--- config.mk ---
export PLATFORM = sky130hd
export DESIGN_NAME = hdlc_frame_transmitter_unit
export DESIGN_NICKNAME = d
export VERILOG_FILES = /design/src/rtl/hdlcft_pkg.sv /design/src/rtl/hdlcft_front.sv /design/src/rtl/hdlcft_cmdq.sv /design/src/rtl/hdlcft_back.sv /design/src/rtl/hdlc_frame_transmitter_unit.sv
export SDC_FILE = /design/constraint.sdc
export NUM_CORES = 1
export LEC_CHECK = 0
export BUFFER_PORTS_ARGS = -buffer_cell sky130_fd_sc_hd__buf_4
export CAP_MARGIN = 20
export CORE_MARGIN = 4
export CORE_UTILIZATION = 61
export DETAILED_ROUTE_END_ITERATION = 16
export HOLD_SLACK_MARGIN = 0.02
export PLACE_DENSITY = 0.8
export SETUP_SLACK_MARGIN = 0.05
export SKIP_CTS_REPAIR_TIMING = 1
export SYNTH_ARGS = -nofsm -noshare
export SYNTH_HDL_FRONTEND = slang
export SYNTH_SLANG_ARGS = --single-unit
--- constraint.sdc ---
create_clock -name i_clk -period 3.5 [get_ports i_clk]
set_input_delay 0.7 -clock i_clk [delete_from_list [all_inputs] [get_ports i_clk]]
set_output_delay 0.7 -clock i_clk [all_outputs]
set_load 0.02 [all_outputs]
--- src/rtl/hdlcft_pkg.sv ---
// Shared types, constants and functions of the HDLC frame transmitter.
`timescale 1ns / 1ps

package hdlcft_pkg;

    localparam logic [7:0]  FLAG_BYTE = 8'h7E;
    localparam logic [7:0]  ESC_BYTE  = 8'h7D;
    localparam logic [7:0]  ESC_XOR   = 8'h20;
    localparam logic [15:0] FCS_POLY  = 16'h8408;
    localparam logic [15:0] FCS_INIT  = 16'hFFFF;
    localparam logic [9:0]  COUNT_MAX = 10'd1023;
    localparam int unsigned FCS_CHECK_MIN = 4;

    typedef struct packed {
        logic [7:0] data_byte;
        logic       last_byte;
    } t_in;

    typedef struct packed {
        logic [7:0] tx_byte;
        logic       run_last;
        logic [9:0] frame_bytes;
    } t_out;

    // One classified request handed from the front to the back
    typedef struct packed {
        logic [7:0]  data;
        logic        esc_data;
        logic [15:0] fcs;
        logic        esc_lo;
        logic        esc_hi;
        logic        last;
        logic        open;
    } t_cmd;

    typedef enum logic [4:0] {
        PH_OPEN   = 5'b00001,
        PH_DATA   = 5'b00010,
        PH_FCS_LO = 5'b00100,
        PH_FCS_HI = 5'b01000,
        PH_CLOSE  = 5'b10000
    } t_phase;

    function automatic logic f_needs_esc(input logic [7:0] b);
        f_needs_esc = (b == FLAG_BYTE) || (b == ESC_BYTE);
    endfunction

    function automatic logic [15:0] f_fcs_update(input logic [15:0] fcs, input logic [7:0] b);
        logic [15:0] acc;
        acc = fcs ^ {8'h00, b};
        for (int i = 0; i < 8; i++) begin
            if (acc[0]) begin
                acc = (acc >> 1) ^ FCS_POLY;
            end else begin
                acc = acc >> 1;
            end
        end
        f_fcs_update = acc;
    endfunction

endpackage

--- src/rtl/hdlcft_front.sv ---
// Front end: frame tracking, FCS accumulation and escape classification.
`timescale 1ns / 1ps

module hdlcft_front
    import hdlcft_pkg::*;
(
    input  logic i_clk,
    input  logic i_rst_n,
    input  logic i_accept,
    input  t_in  i_in,
    output t_cmd o_cmd
);

    logic [15:0] r_fcs, n_fcs;
    logic        r_in_frame, n_in_frame;
    logic [15:0] fcs_base;
    logic [15:0] fcs_new;
    logic [15:0] fcs_final;

    assign fcs_base  = r_in_frame ? r_fcs : FCS_INIT;
    assign fcs_new   = f_fcs_update(fcs_base, i_in.data_byte);
    assign fcs_final = ~fcs_new;

    always_comb begin
        n_fcs      = r_fcs;
        n_in_frame = r_in_frame;
        if (i_accept) begin
            if (i_in.last_byte) begin
                n_fcs      = FCS_INIT;
                n_in_frame = 1'b0;
            end else begin
                n_fcs      = fcs_new;
                n_in_frame = 1'b1;
            end
        end
    end

    always_ff @(posedge i_clk) begin
        if (!i_rst_n) begin
            r_fcs      <= FCS_INIT;
            r_in_frame <= 1'b0;
        end else begin
            r_fcs      <= n_fcs;
            r_in_frame <= n_in_frame;
        end
    end

    always_comb begin
        o_cmd.data     = i_in.data_byte;
        o_cmd.esc_data = f_needs_esc(i_in.data_byte);
        o_cmd.fcs      = fcs_final;
        o_cmd.esc_lo   = f_needs_esc(fcs_final[7:0]);
        o_cmd.esc_hi   = f_needs_esc(fcs_final[15:8]);
        o_cmd.last     = i_in.last_byte;
        o_cmd.open     = !r_in_frame;
    end

endmodule

--- src/rtl/hdlcft_cmdq.sv ---
// Short request queue between front and back ends.
`timescale 1ns / 1ps

module hdlcft_cmdq
    import hdlcft_pkg::*;
#(
    parameter int DEPTH = 4
) (
    input  logic i_clk,
    input  logic i_rst_n,
    input  logic i_push,
    input  t_cmd i_cmd,
    input  logic i_pop,
    output t_cmd o_cmd,
    output logic o_valid,
    output logic o_full
);

    localparam int PW = (DEPTH > 1) ? $clog2(DEPTH) : 1;
    localparam int CW = $clog2(DEPTH + 1);
    localparam logic [PW-1:0] PTR_LAST = PW'(DEPTH - 1);
    localparam logic [CW-1:0] CNT_FULL = CW'(DEPTH);

    t_cmd          r_mem [DEPTH];
    logic [PW-1:0] r_wr, n_wr;
    logic [PW-1:0] r_rd, n_rd;
    logic [CW-1:0] r_cnt, n_cnt;
    logic          do_push, do_pop;

    assign o_full  = (r_cnt == CNT_FULL);
    assign o_valid = (r_cnt != '0);
    assign o_cmd   = r_mem[r_rd];
    assign do_push = i_push && !o_full;
    assign do_pop  = i_pop && o_valid;

    always_comb begin
        n_wr  = r_wr;
        n_rd  = r_rd;
        n_cnt = r_cnt;
        if (do_push) begin
            n_wr = (r_wr == PTR_LAST) ? '0 : r_wr + 1'b1;
        end
        if (do_pop) begin
            n_rd = (r_rd == PTR_LAST) ? '0 : r_rd + 1'b1;
        end
        if (do_push && !do_pop) begin
            n_cnt = r_cnt + 1'b1;
        end else if (do_pop && !do_push) begin
            n_cnt = r_cnt - 1'b1;
        end
    end

    always_ff @(posedge i_clk) begin
        if (!i_rst_n) begin
            r_wr  <= '0;
            r_rd  <= '0;
            r_cnt <= '0;
        end else begin
            r_wr  <= n_wr;
            r_rd  <= n_rd;
            r_cnt <= n_cnt;
        end
    end

    always_ff @(posedge i_clk) begin
        if (do_push) begin
            r_mem[r_wr] <= i_cmd;
        end
    end

endmodule

--- src/rtl/hdlcft_back.sv ---
// Back end: line byte sequencer with byte stuffing and output register.
`timescale 1ns / 1ps

module hdlcft_back
    import hdlcft_pkg::*;
(
    input  logic i_clk,
    input  logic i_rst_n,
    input  t_cmd i_cmd,
    input  logic i_cmd_valid,
    output logic o_cmd_pop,
    output t_out o_out,
    output logic o_empty,
    input  logic i_pop
);

    t_phase     r_phase, n_phase;
    t_phase     phase;
    logic       r_half, n_half;
    logic [9:0] r_count, n_count;
    t_out       r_out, n_out;
    logic       r_ov, n_ov;
    logic       adv;
    logic [7:0] sel_byte;
    logic       sel_esc;
    logic       sel_done;
    logic [9:0] total;

    // The opening flag is skipped when the frame is already open
    assign phase = (r_phase == PH_OPEN && !i_cmd.open) ? PH_DATA : r_phase;
    assign adv   = i_cmd_valid && (!r_ov || i_pop);
    assign total = (r_count < COUNT_MAX) ? r_count + 10'd1 : COUNT_MAX;

    always_comb begin
        sel_byte = i_cmd.data;
        sel_esc  = i_cmd.esc_data;
        unique case (phase)
            PH_FCS_LO: begin
                sel_byte = i_cmd.fcs[7:0];
                sel_esc  = i_cmd.esc_lo;
            end
            PH_FCS_HI: begin
                sel_byte = i_cmd.fcs[15:8];
                sel_esc  = i_cmd.esc_hi;
            end
            default: begin
                sel_byte = i_cmd.data;
                sel_esc  = i_cmd.esc_data;
            end
        endcase
    end

    // Second half of an escape pair, or a plain byte, finishes the slot
    assign sel_done = !sel_esc || r_half;

    always_comb begin
        n_phase   = r_phase;
        n_half    = r_half;
        n_count   = r_count;
        n_out     = r_out;
        n_ov      = r_ov;
        o_cmd_pop = 1'b0;
        if (adv) begin
            n_ov              = 1'b1;
            n_out.run_last    = 1'b0;
            n_out.frame_bytes = '0;
            n_count           = (r_count < COUNT_MAX) ? r_count + 10'd1 : COUNT_MAX;
            n_out.tx_byte     = sel_byte;
            if (sel_esc) begin
                n_out.tx_byte = r_half ? (sel_byte ^ ESC_XOR) : ESC_BYTE;
                n_half        = !r_half;
            end
            unique case (phase)
                PH_OPEN: begin
                    n_out.tx_byte = FLAG_BYTE;
                    n_half        = 1'b0;
                    n_count       = 10'd1;
                    n_phase       = PH_DATA;
                end
                PH_DATA: begin
                    if (sel_done) begin
                        if (i_cmd.last) begin
                            n_phase = PH_FCS_LO;
                        end else begin
                            n_phase        = PH_OPEN;
                            n_out.run_last = 1'b1;
                            o_cmd_pop      = 1'b1;
                        end
                    end
                end
                PH_FCS_LO: begin
                    if (sel_done) begin
                        n_phase = PH_FCS_HI;
                    end
                end
                PH_FCS_HI: begin
                    if (sel_done) begin
                        n_phase = PH_CLOSE;
                    end
                end
                PH_CLOSE: begin
                    n_out.tx_byte     = FLAG_BYTE;
                    n_out.run_last    = 1'b1;
                    n_out.frame_bytes = total;
                    n_half            = 1'b0;
                    n_count           = '0;
                    n_phase           = PH_OPEN;
                    o_cmd_pop         = 1'b1;
                end
                default: begin
                    n_phase = PH_OPEN;
                end
            endcase
        end else if (i_pop) begin
            n_ov = 1'b0;
        end
    end

    always_ff @(posedge i_clk) begin
        if (!i_rst_n) begin
            r_phase <= PH_OPEN;
            r_half  <= 1'b0;
            r_count <= '0;
            r_ov    <= 1'b0;
        end else begin
            r_phase <= n_phase;
            r_half  <= n_half;
            r_count <= n_count;
            r_ov    <= n_ov;
        end
    end

    always_ff @(posedge i_clk) begin
        r_out <= n_out;
    end

    assign o_out   = r_out;
    assign o_empty = !r_ov;

    a_pop_marks_last: assert property (@(posedge i_clk) disable iff (!i_rst_n)
        o_cmd_pop |=> (r_ov && r_out.run_last))
        else $error("request retired without marking its final byte");

    a_total_only_on_last: assert property (@(posedge i_clk) disable iff (!i_rst_n)
        (r_ov && r_out.frame_bytes != '0) |-> (r_out.run_last && r_out.tx_byte == FLAG_BYTE))
        else $error("frame byte count outside closing flag");

    a_close_count: assert property (@(posedge i_clk) disable iff (!i_rst_n)
        (adv && phase == PH_CLOSE) |-> (r_count >= 10'(FCS_CHECK_MIN)))
        else $error("closing flag with too few bytes sent");

    a_half_only_escaped: assert property (@(posedge i_clk) disable iff (!i_rst_n)
        r_half |-> (phase == PH_DATA || phase == PH_FCS_LO || phase == PH_FCS_HI))
        else $error("escape pair open outside a stuffed slot");

endmodule

--- src/rtl/hdlc_frame_transmitter_unit.sv ---
// Top level of the HDLC frame transmitter.
`timescale 1ns / 1ps

// Usage:
//   Input queue side: drive i_in (data_byte, last_byte) and raise push; the
//   request is taken on a rising edge with push high and full low. Set
//   last_byte on the final payload byte of each frame.
//   Output queue side: while empty is low, o_out holds the oldest line byte
//   (tx_byte, run_last, frame_bytes); pop takes it on a rising edge.
//   Each request yields 1 to 8 line bytes: opening flag on the first byte of
//   a frame, stuffed data, and on the last byte the stuffed FCS-16 and the
//   closing flag, which carries the frame's total byte count.
//   A taken request is written into the request queue; its first line byte
//   is then registered into the output register, once that is free.
//   The back end sequencer emits one line byte per cycle while a request
//   waits and the output register is free or being popped, so a request
//   holds it for as many line bytes as it makes; the request queue of
//   CMD_DEPTH entries absorbs the difference.
//   Reset (synchronous, active low) empties both queues and closes any open
//   frame. When the receiver stops popping, the output register holds,
//   the request queue fills and full rises.

module hdlc_frame_transmitter_unit
    import hdlcft_pkg::*;
#(
    parameter int CMD_DEPTH = 4
) (
    input  logic i_clk,
    input  logic i_rst_n,
    input  logic push,
    output logic full,
    input  t_in  i_in,
    output logic empty,
    input  logic pop,
    output t_out o_out
);

    logic accept;
    t_cmd front_cmd;
    t_cmd q_cmd;
    logic q_valid;
    logic q_full;
    logic q_pop;

    assign accept = push && !q_full;
    assign full   = q_full;

    hdlcft_front u_front (
        .i_clk    (i_clk),
        .i_rst_n  (i_rst_n),
        .i_accept (accept),
        .i_in     (i_in),
        .o_cmd    (front_cmd)
    );

    hdlcft_cmdq #(
        .DEPTH (CMD_DEPTH)
    ) u_cmdq (
        .i_clk   (i_clk),
        .i_rst_n (i_rst_n),
        .i_push  (accept),
        .i_cmd   (front_cmd),
        .i_pop   (q_pop),
        .o_cmd   (q_cmd),
        .o_valid (q_valid),
        .o_full  (q_full)
    );

    hdlcft_back u_back (
        .i_clk       (i_clk),
        .i_rst_n     (i_rst_n),
        .i_cmd       (q_cmd),
        .i_cmd_valid (q_valid),
        .o_cmd_pop   (q_pop),
        .o_out       (o_out),
        .o_empty     (empty),
        .i_pop       (pop)
    );

endmodule

==> flow_summary.ini <==
[logic_synthesis]
yosys.cell_types.count = 60
synth_xor_xnor_area_share_pct = 4.97
syn-cell-area_mm2 = 0.00790
main_combinational_cell_family_by_area_after_synthesis = simple AND/OR/NAND/NOR gates
ys.warnings.count = 0
post_synth_inst_count = 587
synth_edf_count = 135
yosys-mux-area-fraction_pct = 8.58
mappedNetlistNets = 608
synth-seq-area-share_pct = 62.2
synth_compound_gate_area_share_pct = 8.88
yosys.area_share.simple_pct = 11.2
synthFlopType = sky130_fd_sc_hd__edfxtp_1
syn_area_per_cell_um2 = 13.5
synth_seq_cells = 178
synth-adder-area-share_pct = 1.36
synth_async_sr_flop_share_pct = 0

[clock_tree]
cts_sinks = 178
insertion_delay_ps = 430
clkTransAtPathRegs_ps = 60
tritoncts = done
cts_buffers = 17
ctsRootBufferMaster = sky130_fd_sc_hd__clkbuf_16
cts_buffer_depth = 2
clock_tree.htree_level_count = 4

[detailed_routing]
final_antenna_net_count = 0
dr.first_iter.drc_count = 650
detail_route.wl_per_cell_um = 19.6
first_pass_iters = 5
detail_route.vias_per_cell = 6.13
vias = 4961
route.final.wire_length_um = 15900
drc_errors = 0

[power]
seqPwrFrac_pct = 45.0
cell_internal_pwr_mw = 4.36
p_per_area_mw_per_mm2 = 708
p_clk_share_pct = 28.6
power.net_switching_mw = 1.94
comb_power_share_pct = 26.4
peakVddDrop_uv = 323
static_leak_nw = 3.02
switching_share_pct = 30.8
total_power_mw = 6.30

[cells_and_area]
numnets_final = 645
drive_above_1_share_pct = 18.5
register_area_mm2 = 0.00492
multi_input_comb_area_mm2 = 0.00276
layout.filler_cells = 856
antenna_cells_inserted = 0
area.growth.synth_to_final_pct = 12.5

[die]
initial_core_util_pct = 62.4
design.portCount = 34
die-area_mm2 = 0.0148
core-area_mm2 = 0.0127
die_w_um = 122
die-height_um = 122
std_cell_rows = 41

[sta]
achievable-frequency_mhz = 318
slew_headroom_pct = 39.7
finalHoldWorstSlack_ps = 483
slew_at_the_pin_with_the_worst_max_slew_slack_ps = 899
final_period_minus_worst_setup_slack_ps = 3140
rsz0062_at_grt = false
finalMaxSlewViolations = 0
fin_crit_sh_pct = 89.7
skew_ps = 5.63
final.setup.tns_ps = 0
final_hold_viol_count = 0
final_setup_violation_count = 0

[placement]
port_buffers = 33
detailed_place_hpwl_um = 10500
routability_congestion_estimate_from_global_placement = 0.820

[setup_path]
r2r_setup_slk_ps = 360
maximum_fanout_encountered_on_the_critical_timing_path = 10
worst_ep_required_time_ps = 3860
critical_path.startpoint_type = flip-flop
type_of_the_setup_path_with_the_least_slack = flip-flop to flip-flop
critical_path.endpoint_type = flip-flop
worst-endpoint-arrival_ps = 3500

[grt]
grt_most_used_layer = met2
grtUsageTotal_pct = 22.9
grt_max_degree = 42
vias_in_the_first_global_route = 4834
antenna_found_initial = 0
grt_first_pass_wirelength_um = 25600
global_route.usage.met3_pct = 5.76
gr-usage-met2_pct = 36.5
grt_util_met1_pct = 31.2
grt_overflow = 0

[min_path]
hold_class = flip-flop to flip-flop

[flow_run]
max_cap_viol_count = 0

[outcome]
run_status = finished, final reports clean
## registers in the layout, summed over array words and instances, names as in the netlist, named ones only
name,cells
u_cmdq.r_mem,116
u_back.o_out,19
u_front.r_fcs,16
u_back.r_count,10
u_back.r_phase,5
u_cmdq.r_cnt,3
u_cmdq.r_rd,2
u_cmdq.r_wr,2
u_back.r_half,1
u_back.r_ov,1
u_front.r_in_frame,1
## layout by cell type (no fill, tap or decap), types with 7 or more instances in the layout
cell type,n
sky130_fd_sc_hd__xnor2_1,31
sky130_fd_sc_hd__a21oi_1,35
sky130_fd_sc_hd__edfxtp_1,135
sky130_fd_sc_hd__o21ai_0,16
sky130_fd_sc_hd__dfxtp_1,42
sky130_fd_sc_hd__a22o_1,8
sky130_fd_sc_hd__nand4_1,7
sky130_fd_sc_hd__and2_1,8
sky130_fd_sc_hd__mux4_2,27
sky130_fd_sc_hd__xor2_1,12
sky130_fd_sc_hd__nor2b_1,12
sky130_fd_sc_hd__nand2_1,52
sky130_fd_sc_hd__nand3_1,17
sky130_fd_sc_hd__clkbuf_16,17
sky130_fd_sc_hd__mux2i_1,7
sky130_fd_sc_hd__nor2_1,25
sky130_fd_sc_hd__buf_4,49
sky130_fd_sc_hd__inv_1,19
sky130_fd_sc_hd__nor3_1,7
sky130_fd_sc_hd__nand2b_1,13
sky130_fd_sc_hd__ha_1,7
sky130_fd_sc_hd__o22ai_1,7
## through the flow
step | utilization (%) | setup WS (ps) | cell area (µm²) | instances
floorplan | - | 441 | 7900 | 587
finish | 70.2 | 360 | 8890 | 809
global placement | 65.7 | 635 | 8330 | 776
global route | 70.2 | 96.5 | 8890 | 809
detailed placement | 65.8 | 470 | 8340 | 777
CTS | 70.2 | 380 | 8890 | 809
## power by group through the flow
stage	Combinational [mW]	Sequential [mW]	Clock, mW
6_report	1.66	2.83	1.80
5_1_grt	1.81	2.86	1.93
4_1_cts	1.67	2.83	1.83
3_5_place_dp	1.65	2.87	0
2_1_floorplan	1.01	2.96	0
3_3_place_gp	1.61	2.85	0
## worst max-delay path, stage by stage (launching register included)
cell and delay, ps:
sky130_fd_sc_hd__dfxtp_1 530, sky130_fd_sc_hd__or3_1 360, sky130_fd_sc_hd__o21ai_1 180, sky130_fd_sc_hd__a21oi_2 260
sky130_fd_sc_hd__o21ai_2 120, sky130_fd_sc_hd__and2_1 210, sky130_fd_sc_hd__inv_1 80, sky130_fd_sc_hd__ha_1 190
sky130_fd_sc_hd__inv_1 70, sky130_fd_sc_hd__fa_1 400, sky130_fd_sc_hd__xor2_1 170, sky130_fd_sc_hd__or3_1 330
sky130_fd_sc_hd__a21oi_1 140
## cell families after synthesis
family	Yosys count
flip-flops	178
AND/OR/NAND/NOR	167
AO/OA/AOI/OAI	105
buffers and inverters	51
XOR/XNOR	44
multiplexers	34
adder cells (fa/ha/maj)	8
## worst paths after layout
path                                        from  depth (start not counted)                            end
setup / recovery  u_back.r_phase[1]$_SDFFE_PN0P_                         12   u_cmdq.r_cnt[2]$_SDFFE_PN0P_
hold / removal     u_front.r_fcs[3]$_SDFFE_PN1P_                          2  u_front.r_fcs[3]$_SDFFE_PN1P_
setup reg to reg  u_back.r_phase[1]$_SDFFE_PN0P_                         12   u_cmdq.r_cnt[2]$_SDFFE_PN0P_
hold reg to reg    u_front.r_fcs[3]$_SDFFE_PN1P_                          2  u_front.r_fcs[3]$_SDFFE_PN1P_
## routing by layer
layer / vias up / part of all wire [%]
met3: 25 / 7.2
met2: 209 / 49
met1: 2454 / 42
met4: 0 / 1.7
li1: 2273 / -
met5: - / 0
## area by class of cell
class                      instances  area share, %
sequential                       178           55.3
multi-input combinational        358           31.1
clock buffer                      22           4.99
timing repair buffer              49           4.14
tap                              172           2.42
clock inverter                    10           1.27
inverter                          20          0.844
## cell usage after synthesis (12+ instances only)
| cell type | count | area share (%) |
|---|---|---|
| sky130_fd_sc_hd__a21oi_1 | 35 | 2.2 |
| sky130_fd_sc_hd__clkbuf_1 | 19 | 0.90 |
| sky130_fd_sc_hd__dfxtp_1 | 43 | 11 |
| sky130_fd_sc_hd__edfxtp_1 | 135 | 51 |
| sky130_fd_sc_hd__inv_1 | 19 | 0.90 |
| sky130_fd_sc_hd__mux4_2 | 27 | 7.7 |
| sky130_fd_sc_hd__nand2_1 | 52 | 2.5 |
| sky130_fd_sc_hd__nand2b_1 | 13 | 1.0 |
| sky130_fd_sc_hd__nand3_1 | 17 | 1.1 |
| sky130_fd_sc_hd__nor2_1 | 25 | 1.2 |
| sky130_fd_sc_hd__nor2b_1 | 12 | 0.95 |
| sky130_fd_sc_hd__o21ai_0 | 16 | 1.0 |
| sky130_fd_sc_hd__xnor2_1 | 31 | 3.4 |
| sky130_fd_sc_hd__xor2_1 | 12 | 1.3 |
Note: power is estimated with default switching activity, not from simulation.
